--- src/hdl/bahr_pkg.sv ---
// Shared constants, codes and types of the bucket average history ring.
package bahr_pkg;

   localparam int METRICS       = 6;
   localparam int HISTORY_SLOTS = 60;
   localparam int SAMPLE_BITS   = 32;

   localparam int VALUE_W  = 32;
   localparam int SUM_W    = 48;
   localparam int COUNT_W  = 16;
   localparam int TICK_W   = 24;
   localparam int OP_W     = 2;
   localparam int METRIC_W = 3;
   localparam int AGE_W    = 6;
   localparam int FILL_W   = 6;

   localparam int COUNT_MAX   = 2 ** COUNT_W - 1;
   localparam int TICKS_RESET = 60000;

   localparam int MIDX_W    = (METRICS > 1) ? $clog2(METRICS) : 1;
   localparam int SLOT_W    = $clog2(HISTORY_SLOTS);
   localparam int STORED_W  = $clog2(HISTORY_SLOTS + 1);
   localparam int MEM_DEPTH = METRICS * HISTORY_SLOTS;
   localparam int ADDR_W    = (MEM_DEPTH > 1) ? $clog2(MEM_DEPTH) : 1;
   localparam int ENTRY_W   = VALUE_W + 1;
   localparam int RSUM_W    = $clog2(2 * HISTORY_SLOTS) + 1;
   localparam int CMP_W     = (STORED_W > AGE_W) ? STORED_W : AGE_W;
   localparam int STEP_W    = $clog2(SUM_W);

   localparam logic [OP_W-1:0] OP_SAMPLE = 2'd0;
   localparam logic [OP_W-1:0] OP_TICK   = 2'd1;
   localparam logic [OP_W-1:0] OP_READ   = 2'd2;

   typedef enum logic [2:0] {
      ST_IDLE,
      ST_ADD,
      ST_READ_ADDR,
      ST_READ_DATA,
      ST_CLOSE_SCAN,
      ST_CLOSE_DIV,
      ST_CLOSE_END,
      ST_REPLY
   } seq_state_type;

   typedef struct packed {
      logic              add;
      logic              clear;
      logic [MIDX_W-1:0] index;
   } acc_ctrl_type;

endpackage

--- src/hdl/bahr_accum.sv ---
// Per-metric running sums and saturating sample counts.
module bahr_accum
   import bahr_pkg::*;
(
   input  logic                     clock,
   input  logic                     reset,
   input  acc_ctrl_type             ctrl,
   input  logic signed [VALUE_W-1:0] sample_value,
   output logic signed [SUM_W-1:0]  sum,
   output logic [COUNT_W-1:0]       count
);

   logic signed [SUM_W-1:0] sum_ff [METRICS];
   logic signed [SUM_W-1:0] sum_in [METRICS];
   logic [COUNT_W-1:0]      cnt_ff [METRICS];
   logic [COUNT_W-1:0]      cnt_in [METRICS];
   logic [SUM_W-1:0]        raw;
   logic [SUM_W-1:0]        ext;

   // sign-extend the low SAMPLE_BITS bits of the sample
   always_comb begin
      raw = SUM_W'(unsigned'(sample_value));
      for (int i = 0; i < SUM_W; i++) begin
         ext[i] = (i < SAMPLE_BITS) ? raw[i] : raw[SAMPLE_BITS-1];
      end
   end

   always_comb begin
      sum_in = sum_ff;
      cnt_in = cnt_ff;
      if (ctrl.clear) begin
         sum_in[ctrl.index] = '0;
         cnt_in[ctrl.index] = '0;
      end else if (ctrl.add && cnt_ff[ctrl.index] != COUNT_W'(COUNT_MAX)) begin
         sum_in[ctrl.index] = sum_ff[ctrl.index] + signed'(ext);
         cnt_in[ctrl.index] = cnt_ff[ctrl.index] + COUNT_W'(1);
      end
   end

   always_ff @(posedge clock) begin
      if (reset) begin
         for (int m = 0; m < METRICS; m++) begin
            sum_ff[m] <= '0;
            cnt_ff[m] <= '0;
         end
      end else begin
         sum_ff <= sum_in;
         cnt_ff <= cnt_in;
      end
   end

   assign sum   = sum_ff[ctrl.index];
   assign count = cnt_ff[ctrl.index];

endmodule

--- config.mk ---
export PLATFORM = sky130hd
export DESIGN_NAME = bahr_accum
export DESIGN_NICKNAME = d
export VERILOG_FILES = /design/src/hdl/bahr_pkg.sv /design/src/hdl/bahr_accum.sv
export SDC_FILE = /design/constraint.sdc
export NUM_CORES = 1
export LEC_CHECK = 0
export BUFFER_PORTS_ARGS = -buffer_cell sky130_fd_sc_hd__buf_2
export CAP_MARGIN = 20
export CORE_MARGIN = 5
export CORE_UTILIZATION = 55
export DETAILED_ROUTE_END_ITERATION = 7
export GPL_TIMING_DRIVEN = 1
export PLACE_DENSITY = 0.77
export SKIP_CTS_REPAIR_TIMING = 1
export SYNTH_ARGS = -nofsm -noshare
export SYNTH_HDL_FRONTEND = slang
export SYNTH_SLANG_ARGS = --single-unit
export TNS_END_PERCENT = 10
--- constraint.sdc ---
create_clock -name clock -period 12.9 [get_ports clock]
set_clock_uncertainty 0.05 [all_clocks]
set_input_delay 1.29 -clock clock [delete_from_list [all_inputs] [get_ports clock]]
set_output_delay 1.29 -clock clock [all_outputs]
set_load 0.01 [all_outputs]
# Yosys cells after proc, flatten, opt, wreduce, memory -nomap -nowiden

Index checks and enable logic that the tools add are counted.

Add/subtract/negate cells: 2
$lt $le $gt $ge: 2
Eq/ne operators: 1
Mux-type cells: 16
Bitwise operators: 5
Reduce and logical (&&, ||, !) cells: 3

Operators with widths:

| cell                    | number |
|---|---|
| $mux W288               | 2 |
| $and A288 B288 Y288     | 1 |
| $bwmux W288             | 1 |
| $not A288 Y288          | 1 |
| $mux W96                | 2 |
| $bmux W48 S3            | 1 |
| $demux W48 S3           | 1 |
| $mux W48                | 3 |
| $and A96 B96 Y96        | 1 |
| $bwmux W96              | 1 |
| $not A96 Y96            | 1 |
| $add A48 B32 Y48        | 1 |
| $bmux W16 S3            | 1 |
| $demux W16 S3           | 1 |
| $mux W16                | 3 |
| $add A16 B1 Y16 const B | 1 |
| $ne A16 B16 Y1 const B  | 1 |
| $ge A4 B4 Y1 const B    | 1 |
| $lt A4 B1 Y1 const B    | 1 |
| $not A3 Y4              | 1 |
| $logic_and A1 B1 Y1     | 2 |
| $reduce_bool A2 Y1      | 1 |

Register bits after elaboration: 384
Word-level logic and storage cells: 41

# Logic depth before layout (Yosys ltp)

Gate-level depths: netlist (run 1).

Depth after elaboration: 8
Depth in mapped cells: 19
Gate-level depth less buffers: 15

# Worst setup path before layout (run 1)

Ideal clock, no wire load.

Kind: input to register
Start: input ctrl[2] (netlist bit)
End: register sum_ff[179] (netlist bit)
Setup time: 0.117 ns
Arrival: 5.727 ns
Data required time: 12.733 ns
Path slack: 7.007 ns
Stages on the path: 17
Cells stage by stage: buf_4 buf_4 buf_1 clkbuf_1 mux2_2 a221oi_1 a21oi_1 ha_1 a21o_1 a221o_1 nor4b_1 o21a_1 o21ai_0 a221o_1 a221oi_1 xnor2_1 a22o_1

Word-level cells in the longest chain between the ends: 8

Ends and longest elaborated chain:

| item                   | RTL line         | RTL |
|---|---|---|
| from (decl)            | bahr_accum.sv:7  | `input acc_ctrl_type ctrl,` |
| $not A3 Y4             | -                |  |
| $bmux W48 S3           | -                |  |
| $mux W48 (2 in series) | -                |  |
| net sum[1]             | bahr_accum.sv:9  | `output logic signed [SUM_W-1:0] sum,` |
| $add A48 B32 Y48       | bahr_accum.sv:35 | `sum_in[ctrl.index] = sum_ff[ctrl.index] + signed'(ext);` |
| $bwmux W288            | bahr_accum.sv:35 |  |
| $mux W288              | bahr_accum.sv:34 | `end else if (ctrl.add && cnt_ff[ctrl.index] != COUNT_W'(COUNT_MAX)) begin` |
| $mux W288              | bahr_accum.sv:31 | `if (ctrl.clear) begin` |
| to (signal assigned)   | bahr_accum.sv:47 | `sum_ff <= sum_in;` |
| to (decl)              | bahr_accum.sv:13 | `logic signed [SUM_W-1:0] sum_ff [METRICS];` |

The timed path passes the listed nets, and every way through them passes these cells. The select of a mux whose other input is x is not followed.
A chain may end at the register's enable or synchronous reset.

# Final worst setup path (run 1)

Start: input ctrl[0] (netlist bit)
End: register sum_ff[169] (netlist bit)

Word-level cells in the longest chain between the ends: 8

Ends and longest elaborated chain:

| item                                                                  | RTL line |
|---|---|
| $not A3 Y4 (implied by the code) (*)                                  | bahr_accum.sv:32, bahr_accum.sv:34, bahr_accum.sv:35 |
| $bmux W48 S3, or another cell as far along                            | bahr_accum.sv:35 |
| $mux W48 (implied by the code) or $logic_and A1 B1 Y1 (tied branches) | bahr_accum.sv:35, bahr_accum.sv:32 |
| $mux W48, on equally long branches                                    | bahr_accum.sv:35, bahr_accum.sv:32 |
| $add A48 B32 Y48 or $demux W48 S3 (tied branches)                     | bahr_accum.sv:35, bahr_accum.sv:32 |
| $bwmux W288 or $not A288 Y288 (tied branches)                         | - |
| $mux W288 or $and A288 B288 Y288 (tied branches)                      | - |
| $mux W288                                                             | bahr_accum.sv:31 |

Mark *: on every way between the ends. The rest lies on a longest branch, timed or not. The select of a mux whose other input is x is not followed.

==> summary.txt, run 1 <==
Placed design
  – PortBufs: 102
  – Hpwl dp: 38100 um
  – Final Wtd Congestion: 0.949
  – Pre-CTS WS: 5.99 ns
  – Placed Cells: 2311

Worst setup path
  – Critical Path AT: 7.03 ns
  – Worst setup path category: in2reg
  – Crit path max fanout: 50
  – Crit path capture type: register
  – CP Launch Type: input pin
  – Crit path required time: 13.27 ns

Route
  – Vias: 16500
  – Starting DRT DRC Count: 2179
  – Metal2 WL: 25700 um
  – Met3 Routed Length: 7080 um
  – Vias/cell: 6.90
  – Final WL: 59700 um
  – M1 WL: 24700 um
  – Drt drc: 0
  – First-pass DRT Iterations: 6
  – Avg WL per Cell: 25.0 um
  – Max Used Layer: met4
  – Antenna-violating nets left: 0

Floorplanning
  – Core area: 0.0316 mm^2
  – Initial Utilization: 56.0%
  – Die area: 0.0359 mm^2
  – Row cnt: 65
  – Die Y: 189 um
  – Die W: 189 um
  – Io pins: 103

Cells and area
  – Non-filler cells, final: 2385
  – Layout net count: 2040
  – Final Util: 62.1%
  – Fill cells: 2667
  – Layout cells sized above 1: 12.4%
  – ANT cells: 0
  – Area delta synth->final: 10.9%

Synthesis
  – Post-Syn Area: 0.0177 mm^2
  – Yosys Warn Count: 0
  – Syn Inst Count: 1927
  – Simple-Gate Fraction of Synth Area: 12.5%
  – Post-synthesis cell type count: 73
  – Share of synthesized registers carrying an async set or reset: 0%
  – Largest family of logic cells by synthesized area: compound AO/OA/AOI/OAI gates
  – Mapped Nets: 2015
  – Number of flops mapped to enable cells by yosys: 0
  – Post-synthesis xor/xnor area fraction: 2.42%
  – Mux share of post-synthesis cell area: 2.94%
  – Compound-Gate Fraction of Synth Area: 31.0%
  – Register bit total from synthesis: 384
  – Post-synthesis adder-cell area fraction: 3.50%
  – Sequential area share after synthesis: 43.4%
  – Main flop type after synthesis: dfxtp_1
  – Synthesized area per cell: 9.19 um^2

CTS
  – CTS buffer count: 40
  – CTS sink cnt: 384
  – Clock root buffer: clkbuf_16
  – H-Tree Depth: 2
  – Clk pin slew, worst setup/hold paths: 0.06 ns
  – CTS max path bufs: 3
  – Skew-Pair Late Insertion Delay: 0.55 ns
  – CTS tree: yes

Global route
  – GRT overflow: 0
  – First-pass GRT wire length: 91500 um
  – Overall Global Routing Usage: 31.8%
  – Initial antenna violation count: 0
  – Vias in the first global route: 15800
  – Largest net degree at the start of global routing: 55

Timing
  – Slew @ Worst Pin: 1.13 ns
  – Endpoints failing hold: 0
  – Worst setup margin: 6.24 ns
  – Fin crit share: 51.6%
  – Fmax: 0.150 GHz
  – Setup violators final: 0
  – Fin crit period: 6.66 ns
  – TNS Setup: 0 ns
  – RSZ-0062 raised after global routing: false
  – Max-slew violation count: 0
  – Slew headroom: 24.5%

Power
  – Clk pwr share: 44.1%
  – Comb pwr share: 9.4%
  – Sw frac: 25.8%
  – P_sw: 672 uW
  – VDD IR-drop max: 0.112 mV
  – PD cells: 133 mW/mm^2
  – Leak Pwr: 0.00787 uW
  – Total power: 2600 uW
  – Pint: 1930 uW
  – Seq pwr share: 46.5%

Status
  – Status: complete, no violations

Worst hold path
  – Min-delay worst type: reg2reg

Job
  – Max Cap Viol: 0
## cells in the mapped netlist, types with 4 or more instances
cell       number  area (um^2)
nor2_1        104          390
a2bb2oi_1       7         61.3
nor4_1          6         37.5
a32oi_1         5         43.8
o22ai_2         4         50.1
a21oi_1        83          415
xnor2_1        27          236
buf_6           7         78.8
nand2_1       195          732
o211ai_1        8         60.1
a211oi_1        4         30.0
a21o_1         28          210
o31ai_1         4         30.0
buf_2          42          210
nor3_1         27          135
nor2b_1        14         87.6
and2_1          9         56.3
o21ai_1        15         75.1
and2_0          5         31.3
ha_1           48          601
a22o_1        222         1940
a22oi_1       159         1190
buf_1           5         18.8
clkbuf_1       89          334
nand4_1        18          113
and3b_1         4         35.0
or2_2           6         37.5
and3_1         16          100
o21bai_1        8         60.1
inv_1          19         71.3
a32o_1          6         60.1
a31oi_1        11         68.8
mux2i_1        25          250
a221oi_1       11         96.3
o21ai_0       117          586
a221o_1         6         60.1
mux2_2         20          225
dfxtp_1       384         7690
buf_4           6         45.0
nand3_1        55          275
o21a_1          6         45.0
o22ai_1         8         50.1
or3_1          12         75.1
a2111oi_0       6         52.6
xor2_1         22          193
## worst max-delay path, stage by stage
cell and delay (ns):
buf_2 0.08, buf_4 0.50, nand2b_1 0.33, nor2_4 0.75, buf_4 0.51, a221o_1 0.32, nand4_1 0.18, or4_1 0.76
and2_1 0.47, o22ai_4 0.82, buf_4 0.69, nand2_1 0.15, o21ai_0 0.13
## through the flow
step,area (um^2),hold slack [ns]
6_report,19600,0.395
5_1_grt,19600,0.401
4_1_cts,19600,0.393
3_5_place_dp,18300,0.384
3_3_place_gp,18300,0.379
2_1_floorplan,17700,0.367
## power by group through the flow
stage / logic [uW] / registers, uW / clock network [uW]
final: 244 / 1210 / 1150
after global routing: 256 / 1210 / 1210
after CTS: 235 / 1210 / 1150
after detailed placement: 234 / 1240 / 0
after global placement: 232 / 1240 / 0
after floorplan: 156 / 1230 / 0
## sequential cells by signal, indices dropped and copies added (netlist names)
| signal | count |
|---|---|
| sum_ff | 288 |
| cnt_ff | 96 |
## final timing paths
path | start | end | slack (ns) | cells after the start
min reg2reg | cnt_ff[68] | cnt_ff[68] | 0.40 | 2
max reg2reg | cnt_ff[64] | sum_ff[169] | 8.15 | 11
max | ctrl[0] | sum_ff[169] | 6.24 | 13
min | cnt_ff[68] | cnt_ff[68] | 0.40 | 2
## layer usage
layer	up-vias	GRT usage (%)
li1	7308	-
met1	7874	44.4
met2	1095	48.5
met3	175	7.32
met4	0	11.3
met5	-	0
## logic make-up after synthesis
logic type	after synthesis
AOI/OAI and AO/OA	746
xor gates and xnor gates	49
muxes	47
buffers and inverters	169
DFF	384
adders and majority gates	49
and+or+nand+nor	483
## placed cells by master (no fill, tap or decap), types with 6 or more instances in the layout
master	n
a31oi_1	11
clkbuf_8	12
nor2_1	102
a2bb2oi_1	7
a221o_1	6
a32o_1	6
nor4_1	6
nand4_1	18
and3_1	16
clkbuf_16	40
o21bai_1	8
nor2b_1	14
xor2_1	22
a22o_1	222
a2111oi_0	6
o211ai_1	8
xnor2_1	27
o21ai_1	15
or2_2	6
mux2_2	20
or3_1	12
a22oi_1	159
nor3_1	27
buf_2	102
and2_1	8
o22ai_1	8
a21o_1	28
buf_4	29
clkbuf_1	10
dfxtp_1	384
inv_1	19
a21oi_1	83
o21ai_0	117
nand3_1	55
o21a_1	6
ha_1	48
a221oi_1	11
mux2i_1	25
nand2_1	195
## final cells by class
type                            instances  area [um^2]  area share (%)
Clock inverter                         11          120           0.611
Sequential cell                       384         7690            39.1
Clock buffer                           62         1200            6.13
Multi-Input combinational cell       1374         9310            47.4
Inverter                               20         75.1           0.382
Tap cell                              402          503            2.56
Timing Repair Buffer                  132          743            3.78
Power figures use the tool's default switching activity.
==> run 2: changes to the inputs <==
==> constraint.sdc (replaced) <==
create_clock -name clock -period 6.3 [get_ports clock]
set_clock_uncertainty 0.05 [all_clocks]
set_input_delay 0.63 -clock clock [delete_from_list [all_inputs] [get_ports clock]]
set_output_delay 0.63 -clock clock [all_outputs]
set_load 0.01 [all_outputs]
==> run 2 against run 1 <==
Effect of this change:
- cell count rose by 0.88%
- sequential power rose by 100%
- sequential share of layout area fell by 0.63 points
- routed wire length rose by 2.2%
- register-to-register slack got worse by 6.1 ns
- power rose by 110%
- largest cell class unchanged
==> summary.txt, run 2 (same netlist as run 1, synthesis figures left out) <==
Global route
  – Largest net degree at the start of global routing: 51
  – First-pass GRT wire length: 93200 um
  – GRT overflow: 0
  – Initial antenna violation count: 2
  – Overall Global Routing Usage: 32.4%
  – Vias in the first global route: 15900

CTS
  – Skew-Pair Late Insertion Delay: 0.55 ns
  – Clock root buffer: clkbuf_16
  – Clk pin slew, worst setup/hold paths: 0.06 ns
  – CTS sink cnt: 384
  – H-Tree Depth: 2
  – CTS buffer count: 39
  – CTS max path bufs: 3
  – CTS tree: yes

Worst setup path
  – Crit-path max cell delay: 0.57 ns
  – CP cell instances: buf_2 -> nand2b_1 -> nor2_4 -> buf_4 -> a22oi_1 -> nand3_1 -> ha_1 -> a21oi_1 -> o21ai_0 -> nor2b_1 -> a2111oi_0 -> o21ai_0 -> a221o_1 -> a221oi_1 -> xnor2_1 -> a22o_1
  – Crit path required time: 6.66 ns
  – Crit path capture type: register
  – CP Launch Type: input pin
  – Worst setup path category: in2reg
  – Most Frequent Cell on Critical Path: o21ai_0
  – Crit path max fanout: 31
  – Critical Path AT: 5.60 ns
  – Crit path max-delay cell type: nor2_4

Timing
  – Worst hold slack: 0.399 ns
  – Setup violators final: 0
  – Slew headroom: 19.3%
  – Slew @ Worst Pin: 1.21 ns
  – Max-slew violation count: 0
  – Endpoints failing hold: 0
  – TNS Setup: 0 ns
  – RSZ-0062 raised after global routing: false
  – Fin crit share: 83.2%
  – Fin crit period: 5.24 ns
  – Fmax: 0.191 GHz

Placed design
  – Final Wtd Congestion: 1.00
  – Hpwl dp: 40300 um
  – PortBufs: 102
  – Placed Cells: 2332

Cells and area
  – Most common cell after layout, fill and taps aside: dfxtp_1
  – Area delta synth->final: 12.7%
  – Largest Register: sum_ff
  – Non-filler cells, final: 2406
  – Layout cells sized above 1: 13.4%
  – Max reg flops: 288
  – Final Util: 63.1%
  – Most frequent cells in the layout: 384 x dfxtp_1, 222 x a22o_1, 195 x nand2_1
  – Layout net count: 2060
  – Top Registers: sum_ff: 288 flops, cnt_ff: 96 flops

Route
  – Avg WL per Cell: 25.3 um
  – Drt drc: 0
  – Vias/cell: 7.03
  – Vias: 16900
  – Starting DRT DRC Count: 2348
  – Antenna-violating nets left: 0
  – Final WL: 60900 um
  – First-pass DRT Iterations: 6

Floorplanning
  – Core area: 0.0316 mm^2
  – Initial Utilization: 56.0%
  – Io pins: 103
  – Die W: 189 um
  – Die Y: 189 um
  – Die area: 0.0359 mm^2
  – Row cnt: 65

Power
  – VDD IR-drop max: 0.211 mV
  – Total power: 5560 uW
  – Leak Pwr: 0.00803 uW
  – PD cells: 279 mW/mm^2

Worst hold path
  – Min-delay worst type: reg2reg

Status
  – Status: complete, no violations

Job
  – Max Cap Viol: 0
## run 2: cell types whose count changed in the layout (fill, tap and decap cells not counted), sizes merged, moves of 3 or more
cell | previous run | this run
buf | 132 | 153
bufinv | 1 | 7
diode | 0 | 3
clkbuf | 62 | 52
## run 2: area by class of cell
class                           instances  area [um^2]
Fill cell                            2619        11700
Clock inverter                         18          304
Tap cell                              402          503
Clock buffer                           52         1120
Sequential cell                       384         7690
Antenna cell                            3         7.51
Inverter                               20         75.1
Timing Repair Buffer                  153          960
Multi-Input combinational cell       1374         9310
## run 2: where the power goes
part	total [uW]	internal [uW]	leakage, uW	switching (uW)
Clock	2560	1550	0.000683	1020
Sequential	2480	2460	0.00310	18.6
Combinational	522	144	0.00425	378
Total	5560	4150	0.00803	1410
## run 2: through the flow
| stage | setup WS, ns | instance area [um^2] |
|---|---|---|
| final | 1.06 | 20000 |
| after global routing | 0.724 | 20000 |
| after CTS | 1.22 | 19900 |
| after detailed placement | 0.699 | 18500 |
| after global placement | 0.838 | 18500 |
| after floorplan | 1.07 | 17700 |
## run 2: layer usage
metal	wire, um	track usage, %	share of wire, %	vias up
met3	7610	7.15	12	161
met1	24900	46.1	41	8196
met5	0	0	0	-
met2	26700	49.2	44	1197
met4	1750	10.5	2.9	0
li1	-	-	-	7352
## run 2: worst paths after layout
check | to | slack [ns] | cells past startpoint | start
max | sum_ff[83] | 1.06 | 16 | ctrl[0]
max reg2reg | sum_ff[83] | 2.03 | 13 | sum_ff[68]
min | sum_ff[211] | 0.40 | 2 | sum_ff[211]
min reg2reg | sum_ff[211] | 0.40 | 2 | sum_ff[211]
## run 2: critical path, delay by kind of cell
family / cells / cell delay (ns)
fa+ha+maj: 1 / 0.36
compound gates: 8 / 2.07
xor+xnor: 1 / 0.23
simple gates: 4 / 1.23
buf+inv: 2 / 1.00
