`config.mk`:
```
export PLATFORM = sky130hd
export DESIGN_NAME = bahr_divider
export DESIGN_NICKNAME = d
export VERILOG_FILES = /design/src/hdl/bahr_pkg.sv /design/src/hdl/bahr_divider.sv
export SDC_FILE = /design/constraint.sdc
export NUM_CORES = 1
export LEC_CHECK = 0
export BUFFER_PORTS_ARGS = -buffer_cell sky130_fd_sc_hd__clkbuf_2
export CORE_AREA = 10 10 124 126
export CTS_CLUSTER_DIAMETER = 50
export DETAILED_ROUTE_END_ITERATION = 10
export DIE_AREA = 0 0 134 136
export PLACE_DENSITY = 0.79
export SLEW_MARGIN = 5
export SYNTH_ARGS = -nofsm -noshare
export SYNTH_HDL_FRONTEND = slang
export SYNTH_SLANG_ARGS = --single-unit
export TNS_END_PERCENT = 50
```
`constraint.sdc`:
```
create_clock -name clock -period 4.1 [get_ports clock]
set_input_delay 0.82 -clock clock [delete_from_list [all_inputs] [get_ports clock]]
set_output_delay 0.82 -clock clock [all_outputs]
set_load 0.02 [all_outputs]
```
`src/hdl/bahr_pkg.sv`:
```
// Shared constants, codes and types of the bucket average history ring.
package bahr_pkg;

   localparam int METRICS       = 6;
   localparam int HISTORY_SLOTS = 60;
   localparam int SAMPLE_BITS   = 32;

   localparam int VALUE_W  = 32;
   localparam int SUM_W    = 48;
   localparam int COUNT_W  = 16;
   localparam int TICK_W   = 24;
   localparam int OP_W     = 2;
   localparam int METRIC_W = 3;
   localparam int AGE_W    = 6;
   localparam int FILL_W   = 6;

   localparam int COUNT_MAX   = 2 ** COUNT_W - 1;
   localparam int TICKS_RESET = 60000;

   localparam int MIDX_W    = (METRICS > 1) ? $clog2(METRICS) : 1;
   localparam int SLOT_W    = $clog2(HISTORY_SLOTS);
   localparam int STORED_W  = $clog2(HISTORY_SLOTS + 1);
   localparam int MEM_DEPTH = METRICS * HISTORY_SLOTS;
   localparam int ADDR_W    = (MEM_DEPTH > 1) ? $clog2(MEM_DEPTH) : 1;
   localparam int ENTRY_W   = VALUE_W + 1;
   localparam int RSUM_W    = $clog2(2 * HISTORY_SLOTS) + 1;
   localparam int CMP_W     = (STORED_W > AGE_W) ? STORED_W : AGE_W;
   localparam int STEP_W    = $clog2(SUM_W);

   localparam logic [OP_W-1:0] OP_SAMPLE = 2'd0;
   localparam logic [OP_W-1:0] OP_TICK   = 2'd1;
   localparam logic [OP_W-1:0] OP_READ   = 2'd2;

   typedef enum logic [2:0] {
      ST_IDLE,
      ST_ADD,
      ST_READ_ADDR,
      ST_READ_DATA,
      ST_CLOSE_SCAN,
      ST_CLOSE_DIV,
      ST_CLOSE_END,
      ST_REPLY
   } seq_state_type;

   typedef struct packed {
      logic              add;
      logic              clear;
      logic [MIDX_W-1:0] index;
   } acc_ctrl_type;

endpackage

```
`src/hdl/bahr_divider.sv`:
```
// Shared restoring divider: signed sum by unsigned count, one bit per cycle.
module bahr_divider
   import bahr_pkg::*;
(
   input  logic                      clock,
   input  logic                      reset,
   input  logic                      start,
   input  logic signed [SUM_W-1:0]   dividend,
   input  logic [COUNT_W-1:0]        divisor,
   output logic                      done,
   output logic signed [VALUE_W-1:0] quotient
);

   localparam logic [SUM_W-1:0] POS_LIMIT =
      {{(SUM_W - VALUE_W + 1){1'b0}}, {(VALUE_W - 1){1'b1}}};
   localparam logic [SUM_W-1:0] NEG_LIMIT = POS_LIMIT + SUM_W'(1);

   logic                busy_ff, busy_in;
   logic                fin_ff, fin_in;
   logic                done_ff, done_in;
   logic [STEP_W-1:0]   step_ff, step_in;
   logic                neg_ff, neg_in;
   logic [SUM_W-1:0]    dq_ff, dq_in;
   logic [COUNT_W-1:0]  rem_ff, rem_in;
   logic [COUNT_W-1:0]  dvs_ff, dvs_in;
   logic [VALUE_W-1:0]  quot_ff, quot_in;
   logic [COUNT_W:0]    shifted;
   logic [COUNT_W:0]    diff;
   logic [SUM_W-1:0]    neg_mag;

   always_comb begin
      busy_in = busy_ff;
      fin_in  = 1'b0;
      done_in = 1'b0;
      step_in = step_ff;
      neg_in  = neg_ff;
      dq_in   = dq_ff;
      rem_in  = rem_ff;
      dvs_in  = dvs_ff;
      quot_in = quot_ff;
      shifted = {rem_ff, dq_ff[SUM_W-1]};
      diff    = shifted - {1'b0, dvs_ff};
      neg_mag = ~dq_ff + SUM_W'(1);
      if (start) begin
         busy_in = 1'b1;
         step_in = '0;
         neg_in  = dividend[SUM_W-1];
         dq_in   = dividend[SUM_W-1] ? (~unsigned'(dividend) + SUM_W'(1))
                                     : unsigned'(dividend);
         rem_in  = '0;
         dvs_in  = divisor;
      end else if (busy_ff) begin
         if (!diff[COUNT_W]) begin
            rem_in = diff[COUNT_W-1:0];
         end else begin
            rem_in = shifted[COUNT_W-1:0];
         end
         dq_in   = {dq_ff[SUM_W-2:0], !diff[COUNT_W]};
         step_in = step_ff + STEP_W'(1);
         if (step_ff == STEP_W'(SUM_W - 1)) begin
            busy_in = 1'b0;
            fin_in  = 1'b1;
         end
      end else if (fin_ff) begin
         // sign and clamp into the value range
         done_in = 1'b1;
         if (neg_ff) begin
            quot_in = (dq_ff > NEG_LIMIT) ? NEG_LIMIT[VALUE_W-1:0]
                                          : neg_mag[VALUE_W-1:0];
         end else begin
            quot_in = (dq_ff > POS_LIMIT) ? POS_LIMIT[VALUE_W-1:0]
                                          : dq_ff[VALUE_W-1:0];
         end
      end
   end

   always_ff @(posedge clock) begin
      if (reset) begin
         busy_ff <= 1'b0;
         fin_ff  <= 1'b0;
         done_ff <= 1'b0;
         step_ff <= '0;
      end else begin
         busy_ff <= busy_in;
         fin_ff  <= fin_in;
         done_ff <= done_in;
         step_ff <= step_in;
      end
   end

   always_ff @(posedge clock) begin
      neg_ff  <= neg_in;
      dq_ff   <= dq_in;
      rem_ff  <= rem_in;
      dvs_ff  <= dvs_in;
      quot_ff <= quot_in;
   end

   assign done     = done_ff;
   assign quotient = signed'(quot_ff);

endmodule

```
* After elaboration in Yosys (flattened, before gate mapping)
Cells that the tools add are included.
** Word-level totals
- Input port bits :: 67
- Word-level logic and storage cells :: 38
- Register bits :: 122
- Output and inout port bits :: 33
** Operators by class
- Muxes and demuxes :: 12
- Bitwise operators :: 4
- Reduce and logical (&&, ||, !) cells :: 6
- Add/subtract/negate cells :: 4
- Eq/ne operators :: 1
- Magnitude comparators :: 2
** Operators with widths (count)
- 48-bit two-way mux :: 3
- 32-bit two-way mux :: 3
- 48-bit by 1-bit adder with 48-bit output (second input constant) :: 1
- 48-bit by 31-bit > comparator with 1-bit output (second input constant) :: 1
- 48-bit by 32-bit > comparator with 1-bit output (second input constant) :: 1
- 48-bit inverter :: 1
- 32-bit by 1-bit adder with 32-bit output (second input constant) :: 1
- 32-bit inverter :: 1
- 17-bit by 16-bit subtractor with 17-bit output :: 1
- 16-bit two-way mux :: 1
- 6-bit by 1-bit adder with 6-bit output (second input constant) :: 1
- 6-bit equality test (second input constant) :: 1
- 3-bit OR reduction :: 2
- 1-bit two-way mux :: 5
- 3-bit AND reduction :: 1
- 1-bit inverter :: 2
- 2-bit nonzero test :: 1
- 2-bit OR reduction :: 1
- 1-bit logical NOT :: 1

* Longest topological paths before layout
Gate-level depths: netlist (run 1).
- Depth in word-level cells :: 4
- Mapped depth :: 11
- Mapped depth without buffers :: 10

* Worst setup path after synthesis (run 1)
OpenSTA, ideal clock, no wires.
- Kind :: input to register
- Start point :: input port dividend[14]
- End point :: register dq_ff[36], data pin
- Data required time :: 3.830 ns
- Arrival :: 2.920 ns
- Cell stages on the path :: 9
- Buffers on the path :: 2
- Path slack :: 0.910 ns
- Setup time :: 0.270 ns
- Cell sequence :: or3_1 or4_1 clkbuf_1 nand4bb_1 or2_2 clkbuf_1 o31ai_1 xor2_1 a21oi_1
** Between the ends
- Longest elaborated chain between the ends :: 4
** Ends and longest elaborated chain
- start: declaration :: RTL line bahr_divider.sv:8 : input logic signed [SUM_W-1:0] dividend,
- 48-bit inverter :: RTL line bahr_divider.sv:48 : dq_in = dividend[SUM_W-1] ? (~unsigned'(dividend) + SUM_W'(1))
- 48-bit by 1-bit adder with 48-bit output :: RTL line bahr_divider.sv:48
- 48-bit two-way mux :: RTL line bahr_divider.sv:48
- 48-bit two-way mux :: RTL line bahr_divider.sv:44 : if (start) begin
- via dq_in[36] :: RTL line bahr_divider.sv:23 : logic [SUM_W-1:0] dq_ff, dq_in;
- end signal: assignment :: RTL line bahr_divider.sv:93 : dq_ff <= dq_in;
- end: declaration :: RTL line bahr_divider.sv:23
The timed path passes the listed nets, and every way through them passes these cells.
A chain may end at the register's enable or synchronous reset.

* Final worst setup path (run 1)
- Start point :: register dq_ff[0]
- End point :: register quot_ff[7] (netlist: quotient[7]), data pin
** Between the ends
- Longest elaborated chain between the ends :: 4
- Elaborated cells on any way between the ends :: 7
- Classes of those cells :: 1 x add/sub; 2 x order compare; 3 x mux; 1 x bitwise
** Ends and longest elaborated chain
- 32-bit inverter :: RTL line bahr_divider.sv:43 : neg_mag = ~dq_ff + SUM_W'(1);
- 32-bit by 1-bit adder with 32-bit output :: RTL line bahr_divider.sv:43
- 32-bit two-way mux :: RTL line bahr_divider.sv:68 : quot_in = (dq_ff > NEG_LIMIT) ? NEG_LIMIT[VALUE_W-1:0]
- 32-bit two-way mux * :: RTL line bahr_divider.sv:67 : if (neg_ff) begin
- end signal: assignment :: RTL line bahr_divider.sv:96 : quot_ff <= quot_in;
- end: declaration :: RTL line bahr_divider.sv:26 : logic [VALUE_W-1:0] quot_ff, quot_in;
Mark *: on every way between the ends. The rest lies on a longest branch, timed or not.

==> results of run 1 <==
[metrics by stage]
step           utilization  power, mW  hold WS, ns  instance area [um2]
5_1_grt              0.657       3.59        0.518                 8530
6_report             0.657       3.44        0.496                 8530
2_1_floorplan            -       1.91        0.458                 7370
4_1_cts              0.657       3.45        0.504                 8530
3_3_place_gp         0.615       2.05        0.473                 7990
3_5_place_dp         0.615       2.07        0.494                 7990
[metal layers]
layer	vias up	global-route usage	wire [um]
met5	-	0	0
met4	0	0.0574	165
met3	15	0.0657	1580
met2	245	0.304	8190
met1	2924	0.249	7600
li1	3078	-	-
[cells by family after synthesis]
| kind of cell | Yosys count |
|---|---|
| mux | 11 |
| xor+xnor | 64 |
| compound gates | 218 |
| fa+ha+maj | 20 |
| buf+inv | 66 |
| flops | 122 |
| simple gates | 278 |
[final cells by class]
class / count / share of cell area
Multi-Input combinational cell: 591 / 0.430
Sequential cell: 122 / 0.400
Tap cell: 176 / 0.0258
Inverter: 29 / 0.0128
Timing Repair Buffer: 109 / 0.0672
Antenna cell: 1 / 0.000293
Clock inverter: 11 / 0.0123
Clock buffer: 20 / 0.0512
[power breakdown]
part,internal (mW),switching [mW]
Sequential,1.45,0.0933
Clock,0.876,0.501
Combinational,0.215,0.303
Total,2.54,0.898
[final timing paths]
check                               start                       to  slack (ns)  cells past startpoint
setup / recovery       dq_ff[0]$_DFFE_PP_    quotient[7]$_DFFE_PP_        0.68                     10
setup reg to reg       dq_ff[0]$_DFFE_PP_    quotient[7]$_DFFE_PP_        0.68                     10
hold reg to reg   step_ff[5]$_SDFFE_PP0P_  step_ff[5]$_SDFFE_PP0P_        0.50                      2
hold / removal    step_ff[5]$_SDFFE_PP0P_  step_ff[5]$_SDFFE_PP0P_        0.50                      2
[worst register-to-register path, stage by stage, from the launching register on]
cell	delay, ns
edfxtp_1	0.44
inv_1	0.10
ha_1	0.24
or4b_4	0.51
or4_4	0.44
or4b_4	0.55
a211oi_4	0.31
buf_4	0.32
a21o_2	0.17
nand2_1	0.04
o311ai_1	0.10
[cell usage after synthesis, types with 7 or more instances]
cell,count
mux2i_1,11
xor2_1,53
o31ai_1,15
nor4_1,16
a211oi_1,19
or2_2,8
a21o_1,11
edfxtp_1,97
nand2_1,72
nand2b_1,8
nor3_1,19
nand4_1,7
xnor2_1,11
dfxtp_1,25
o311ai_1,10
nor2_1,96
clkbuf_1,28
ha_1,19
o21ai_0,35
nand3_1,11
or3_1,10
or4_1,7
a21oi_1,81
inv_1,27
[flip-flops by register name, indices dropped and copies added (netlist names)]
register / flops
done: 1
rem_ff: 16
busy_ff: 1
step_ff: 6
neg_ff: 1
dq_ff: 48
quotient: 32
dvs_ff: 16
fin_ff: 1
==> impl_metrics.env, run 1 <==
export IMPL_status="finished clean"
export IMPL_cpPeakStageDelay_ns=0.55
export IMPL_drc_errors=0
export IMPL_post_synth_instance_area_um2=7370
export IMPL_setup_slack_ns=0.683
export IMPL_instances_no_fill=1059
export IMPL_ir_drop_v=0.000308
export IMPL_via_per_inst=5.91
export IMPL_hold_path_class="reg -> reg"
export IMPL_io_buffer_count=99
export IMPL_grt_max_degree=111
export IMPL_yosys_area_share_simple=0.180
export IMPL_synth_fa_ha_area_frac=0.0350
export IMPL_die_h_um=136
export IMPL_multi_input_area_um2=3670
export IMPL_worst_setup_path_type="reg -> reg"
export IMPL_track_usage=0.194
export IMPL_path_max_fanout=24
export IMPL_clk_path_buf_depth=2
export IMPL_final_common_cell="clkbuf_2"
export IMPL_hpwl_mm=12.5
export IMPL_drtIter0Drc=540
export IMPL_fin_skew_ns=0.00874
export IMPL_finalSetupTns_ns=0
export IMPL_synth_flop_cell="edfxtp_1"
export IMPL_cp_arrival_ns=3.63
export IMPL_cts_root_buf="clkbuf_16"
export IMPL_ys_seq_area_frac=0.463
export IMPL_cp_top_family="simple AND/OR/NAND/NOR gates"
export IMPL_ys_seq_elements=122
export IMPL_routed_wl_mm=17.5
export IMPL_firstDrtPassIters=5
export IMPL_cts_setup_buffers=0
export IMPL_synth_compound_area_frac=0.192
export IMPL_place_ws_ns=0.570
export IMPL_core_um2=13000
export IMPL_num_vias=6262
export IMPL_critPathCaptureType="flip-flop"
export IMPL_synth_cells=779
export IMPL_initial_core_util=0.568
export IMPL_max_freq_mhz=293
export IMPL_gp_congestion=0.890
export IMPL_cp_cell_sequence="inv_1, ha_1, or4b_4, or4_4, or4b_4, a211oi_4, buf_4, a21o_2, nand2_1, o311ai_1"
export IMPL_die_x_um=134
export IMPL_regArea_um2=3410
export IMPL_layout_common_cells="clkbuf_2, edfxtp_1, nor2_1"
export IMPL_maxSlewViolCount=0
export IMPL_syn_nets=866
export IMPL_drv_cap=0
export IMPL_slew_limit_headroom=0.259
export IMPL_rsz0062_at_grt="false"
export IMPL_drive_above_1_share=0.179
export IMPL_crit_path_frequent_cell="or4b_4"
export IMPL_fin_nets=957
export IMPL_numClockSinks=122
export IMPL_crit_buf_inv=2
export IMPL_clk_pin_slew_ns=0.05
export IMPL_yosys_area_share_xor_xnor=0.0760
export IMPL_clock_latency_ns=0.42
export IMPL_cts_hold_buf=0
export IMPL_crit_path_top_delay_cell="or4b_4"
export IMPL_required_ns=4.31
export IMPL_die_area_um2=18200
export IMPL_cts_resized=0
export IMPL_ys_warn_count=0
export IMPL_wl_per_cell_um=16.6
export IMPL_n_fill_cell=1093
export IMPL_avgSynthCellArea_um2=9.46
export IMPL_synthArstFlopShare=0
export IMPL_numCtsBuffers=17
export IMPL_hold_viol_final=0
export IMPL_tightest_slew_ns=1.11
export IMPL_first_global_vias=5921
export IMPL_synth_edf_count=97
export IMPL_htreeDepth=4
export IMPL_cellPowerDensity_nw_per_um2=403
export IMPL_yosysUniqueCellTypes=63
export IMPL_area_delta_synth_final_pct=15.8
export IMPL_grt_antenna_before_repair=0
export IMPL_period_share=0.833
export IMPL_synth_top_area_cell="edfxtp_1"
export IMPL_synth_top_family_by_area="compound AO/OA/AOI/OAI gates"
export IMPL_cts_tree="done"
export IMPL_rows=42
export IMPL_startpoint_type="flip-flop"
export IMPL_ant_nets=0
export IMPL_fin_crit_ns=3.42
export IMPL_grt_pass1_wl_mm=28.8
export IMPL_setup_viol=0
export IMPL_yosys_top_cells_area="edfxtp_1, dfxtp_1, xor2_1"
export IMPL_synth_top_area_frac=0.395
export IMPL_grt_overflow=0
export IMPL_power_leakage_nw=3.27
export IMPL_ios=100
export IMPL_synthMuxAreaShare=0.0149
export IMPL_post_place_cells=1027
Note: power is estimated with default switching activity, not from simulation.
==> inputs of run 2 (changes only) <==
Clock period 4.1 ns to 3.2 ns, I/O delays scaled along.
==> impl_metrics.env, run 2 (same netlist as run 1, synthesis figures left out) <==
export IMPL_status="finished clean"
export IMPL_clock_latency_ns=0.43
export IMPL_hold_path_startpoint="divisor[0]"
export IMPL_maxSlewViolCount=0
export IMPL_slew_limit_headroom=0.325
export IMPL_fin_crit_ns=3.13
export IMPL_r2r_start="dq_ff[1]$_DFFE_PP_"
export IMPL_cp_top_family="simple AND/OR/NAND/NOR gates"
export IMPL_grt_max_degree=69
export IMPL_hpwl_mm=13.3
export IMPL_n_fill_cell=1026
export IMPL_largest_reg_flops=48
export IMPL_drc_errors=0
export IMPL_rsz0062_at_grt="true"
export IMPL_grt_pass1_wl_mm=30.0
export IMPL_numClockSinks=122
export IMPL_drive_above_1_share=0.212
export IMPL_cts_resized=0
export IMPL_power_share_combinational=0.163
export IMPL_fin_skew_ns=0.0114
export IMPL_routed_wl_mm=18.4
export IMPL_htreeDepth=4
export IMPL_ant_nets=0
export IMPL_hold_path_class="in -> reg"
export IMPL_tightest_slew_ns=1.01
export IMPL_core_um2=13000
export IMPL_power_mw=4.66
export IMPL_p_sw_frac=0.258
export IMPL_path_max_fanout=12
export IMPL_hold_viol_final=0
export IMPL_num_vias=6369
export IMPL_cts_root_buf="clkbuf_16"
export IMPL_cpPeakStageDelay_ns=0.55
export IMPL_required_ns=3.49
export IMPL_largest_register="dq_ff"
export IMPL_grt_overflow=0
export IMPL_antennaDiodeCount=0
export IMPL_firstDrtPassIters=6
export IMPL_critPathCaptureType="flip-flop"
export IMPL_die_x_um=134
export IMPL_max_freq_mhz=319
export IMPL_whs_ns=0.388
export IMPL_rows=42
export IMPL_p_clk_frac=0.421
export IMPL_die_h_um=136
export IMPL_p_int_mw=3.46
export IMPL_numCtsBuffers=17
export IMPL_setup_viol=0
export IMPL_clk_pin_slew_ns=0.06
export IMPL_switching_power_mw=1.20
export IMPL_p_seq_frac=0.416
export IMPL_gp_congestion=0.895
export IMPL_crit_buf_inv=1
export IMPL_grt_antenna_before_repair=0
export IMPL_period_share=0.980
export IMPL_die_area_um2=18200
export IMPL_final_common_cell="clkbuf_2"
export IMPL_first_global_vias=6063
export IMPL_cts_tree="done"
export IMPL_worst_setup_path_type="reg -> reg"
export IMPL_cts_setup_buffers=0
export IMPL_area_delta_synth_final_pct=20.5
export IMPL_clk_path_buf_depth=2
export IMPL_cp_arrival_ns=3.42
export IMPL_r2r_setup_slack_ns=0.07
export IMPL_drv_cap=0
export IMPL_wl_per_cell_um=16.8
export IMPL_io_buffer_count=99
export IMPL_initial_core_util=0.568
export IMPL_ir_drop_v=0.000362
export IMPL_layout_common_cells="clkbuf_2, edfxtp_1, nor2_1"
export IMPL_via_per_inst=5.82
export IMPL_ios=100
export IMPL_startpoint="dq_ff[1]$_DFFE_PP_"
export IMPL_fin_nets=993
export IMPL_drtIter0Drc=661
export IMPL_finalSetupTns_ns=0
export IMPL_cts_hold_buf=0
export IMPL_cp_cell_sequence="inv_1, ha_1, or4b_4, or4_4, or4b_4, a21o_2, o311ai_0, o21a_1"
export IMPL_cellPowerDensity_nw_per_um2=525
export IMPL_crit_path_frequent_cell="or4b_4"
export IMPL_crit_path_top_delay_cell="or4b_4"
export IMPL_track_usage=0.202
export IMPL_startpoint_type="flip-flop"
export IMPL_power_leakage_nw=3.47
[run 2: per-layer routing]
layer  global-route usage  routed length, um  up-vias
li1                     -                  -     3143
met1                0.261               7950     2914
met2                0.310               8390      276
met3               0.0631               1660       36
met4               0.0840                399        0
met5                    0                  0        -
[run 2: worst paths after layout]
check	end	cells past startpoint
max	quotient[28]$_DFFE_PP_	8
min	dvs_ff[0]$_DFFE_PP_	1
max reg2reg	quotient[28]$_DFFE_PP_	8
min reg2reg	step_ff[5]$_SDFFE_PP0P_	2
[run 2: cell type report]
cell class / instances / area (um2) / share of cell area
inverter: 29 / 109 / 0.0123
clock inverter: 10 / 150 / 0.0169
clock buffer: 21 / 440 / 0.0496
tap: 176 / 220 / 0.0248
timing repair buffer: 145 / 860 / 0.0968
multi-input combinational: 591 / 3690 / 0.415
sequential: 122 / 3410 / 0.384
[run 2: power groups by stage]
stage | registers (mW) | logic (mW) | clock network, mW
detailed placement | 1.96 | 0.740 | 0
finish | 1.94 | 0.761 | 1.96
CTS | 1.93 | 0.750 | 1.98
global route | 1.95 | 0.852 | 2.05
floorplan | 1.95 | 0.490 | 0
global placement | 1.96 | 0.721 | 0
[run 2: worst register-to-register path: cells and delay by family (launching register included)]
kind                       cells  cell delay [ns]
AOI/OAI and AO/OA              3             0.89
adders and majority gates      1             0.17
buffers and inverters          1             0.09
DFF                            1             0.38
and+or+nand+nor                3             1.48
[run 2: per-stage QoR]
stage | util | std cells | setup slack [ns] | area [um2]
finish | 0.684 | 1094 | 0.0654 | 8880
global route | 0.684 | 1094 | -0.0740 | 8880
CTS | 0.682 | 1093 | 0.0550 | 8850
detailed placement | 0.637 | 1062 | 0.0487 | 8260
global placement | 0.637 | 1062 | 0.106 | 8260
floorplan | - | 779 | 0.114 | 7370
==> inputs of run 3 (changes only) <==
Settings changed: CORE_AREA 10 10 124 126 to 10 10 174 176, DIE_AREA 0 0 134 136 to 0 0 184 186, PLACE_DENSITY 0.79 to default.
==> impl_metrics.env, run 3 (same netlist as run 1, synthesis figures left out) <==
export IMPL_routed_wl_mm=20.7
export IMPL_rows=60
export IMPL_firstDrtPassIters=5
export IMPL_instances_no_fill=1272
export IMPL_place_ws_ns=-0.136
export IMPL_required_ns=3.43
export IMPL_finalSetupTns_ns=0
export IMPL_startpoint_type="flip-flop"
export IMPL_fin_nets=1001
export IMPL_cts_hold_buf=0
export IMPL_drtIter0Drc=517
export IMPL_io_buffer_count=99
export IMPL_clk_pin_slew_ns=0.06
export IMPL_clock_latency_ns=0.43
export IMPL_whs_ns=0.389
export IMPL_hold_viol_final=0
export IMPL_ant_nets=0
export IMPL_drc_errors=0
export IMPL_max_freq_mhz=321
export IMPL_via_per_inst=4.99
export IMPL_cp_arrival_ns=3.34
export IMPL_power_leakage_nw=3.54
export IMPL_hpwl_mm=15.3
export IMPL_initial_core_util=0.276
export IMPL_ir_drop_v=0.000231
export IMPL_drive_above_1_share=0.235
export IMPL_power_share_combinational=0.162
export IMPL_status="finished clean"
export IMPL_hold_path_class="in -> reg"
export IMPL_wl_met1_mm=9.44
export IMPL_grt_antenna_before_repair=7
export IMPL_first_global_vias=6108
export IMPL_switching_power_mw=1.35
export IMPL_grt_pass1_wl_mm=32.9
export IMPL_setup_slack_ns=0.0869
export IMPL_topRoutingLayerUsed="met5"
export IMPL_cts_tree="done"
export IMPL_p_sw_frac=0.281
export IMPL_post_place_cells=1232
export IMPL_multi_input_area_um2=3750
export IMPL_cts_root_buf="clkbuf_16"
export IMPL_num_vias=6346
export IMPL_tightest_slew_ns=1.07
export IMPL_die_area_um2=34200
export IMPL_numClockSinks=122
export IMPL_maxSlewViolCount=0
export IMPL_final_common_cell="clkbuf_2"
export IMPL_largest_register="dq_ff"
export IMPL_regArea_um2=3410
export IMPL_p_clk_frac=0.434
export IMPL_wl_met3_mm=1.57
export IMPL_drv_cap=0
export IMPL_slew_limit_headroom=0.281
export IMPL_core_um2=26700
export IMPL_wl_met2_mm=9.36
export IMPL_gp_congestion=0.840
export IMPL_largest_reg_flops=48
export IMPL_path_max_fanout=7
export IMPL_setup_viol=0
export IMPL_period_share=0.973
export IMPL_grt_max_degree=129
export IMPL_worst_setup_path_type="reg -> reg"
export IMPL_critPathCaptureType="flip-flop"
export IMPL_p_seq_frac=0.403
export IMPL_area_delta_synth_final_pct=25.6
export IMPL_fin_skew_ns=0.0124
export IMPL_htreeDepth=4
export IMPL_ios=100
export IMPL_numCtsBuffers=17
export IMPL_die_h_um=186
export IMPL_wl_per_cell_um=16.3
export IMPL_rsz0062_at_grt="false"
export IMPL_fin_crit_ns=3.11
export IMPL_grt_overflow=0
export IMPL_clk_path_buf_depth=2
export IMPL_n_fill_cell=2785
export IMPL_layout_common_cells="clkbuf_2, edfxtp_1, nor2_1"
export IMPL_die_x_um=184
export IMPL_track_usage=0.121
export IMPL_cellPowerDensity_nw_per_um2=517
export IMPL_p_int_mw=3.44
run 3: changes by cell type in the layout (fill, tap and decap cells not counted), moves of 3 or more:
cell and delta:
clkbuf_1 -4, inv_8 +3, diode_2 +4, buf_4 +5, o311ai_2 +8, inv_6 +6
o311ai_1 -7, clkinv_2 -3
run 3: worst max-delay path, cell delays in order (launching register included):
cell,delay (ns)
edfxtp_1,0.39
inv_1,0.12
ha_4,0.14
or4b_4,0.48
or4_4,0.43
or4b_4,0.55
a211oi_4,0.26
buf_6,0.16
buf_6,0.12
a21o_2,0.11
nand2_1,0.06
o311ai_2,0.09
run 3: power groups by stage:
stage	clock network (mW)	logic [mW]	registers, mW
global placement	0	0.753	1.96
detailed placement	0	0.761	1.96
floorplan	0	0.490	1.95
global route	2.20	0.874	1.94
CTS	2.12	0.768	1.93
finish	2.08	0.777	1.93
run 3: layout make-up:
class,count,share of cell area
Tap cell,341,0.0461
Clock buffer,17,0.0459
Antenna cell,4,0.00108
Timing Repair Buffer,153,0.0998
Sequential cell,122,0.369
Clock inverter,15,0.0218
Inverter,29,0.0118
Multi-Input combinational cell,591,0.405
run 3: what timing repair did:
action,4_1_cts,5_1_grt
gates cloned,0,1
gates resized for setup,3,13
hold endpoints to repair,0,0
setup endpoints to repair,3,17
setup buffers,0,3
pin swaps,0,2
run 3: metal layers:
layer | track usage | vias to the layer above
li1 | - | 3169
met1 | 0.156 | 2960
met2 | 0.184 | 180
met3 | 0.0392 | 31
met4 | 0.0429 | 6
met5 | 0 | -
run 3: worst paths after layout:
kind	slack, ns	startpoint	depth (start not counted)	to
setup / recovery	0.09	dq_ff[0]$_DFFE_PP_	11	quotient[7]$_DFFE_PP_
hold / removal	0.39	divisor[0]	1	dvs_ff[0]$_DFFE_PP_
setup reg to reg	0.09	dq_ff[0]$_DFFE_PP_	11	quotient[7]$_DFFE_PP_
hold reg to reg	0.49	step_ff[5]$_SDFFE_PP0P_	2	step_ff[5]$_SDFFE_PP0P_
run 3: through the flow:
step,power [mW],utilization,area (um2)
2_1_floorplan,2.44,-,7370
3_3_place_gp,2.71,0.318,8510
3_5_place_dp,2.72,0.318,8510
4_1_cts,4.82,0.342,9150
5_1_grt,5.02,0.346,9250
6_report,4.79,0.347,9260
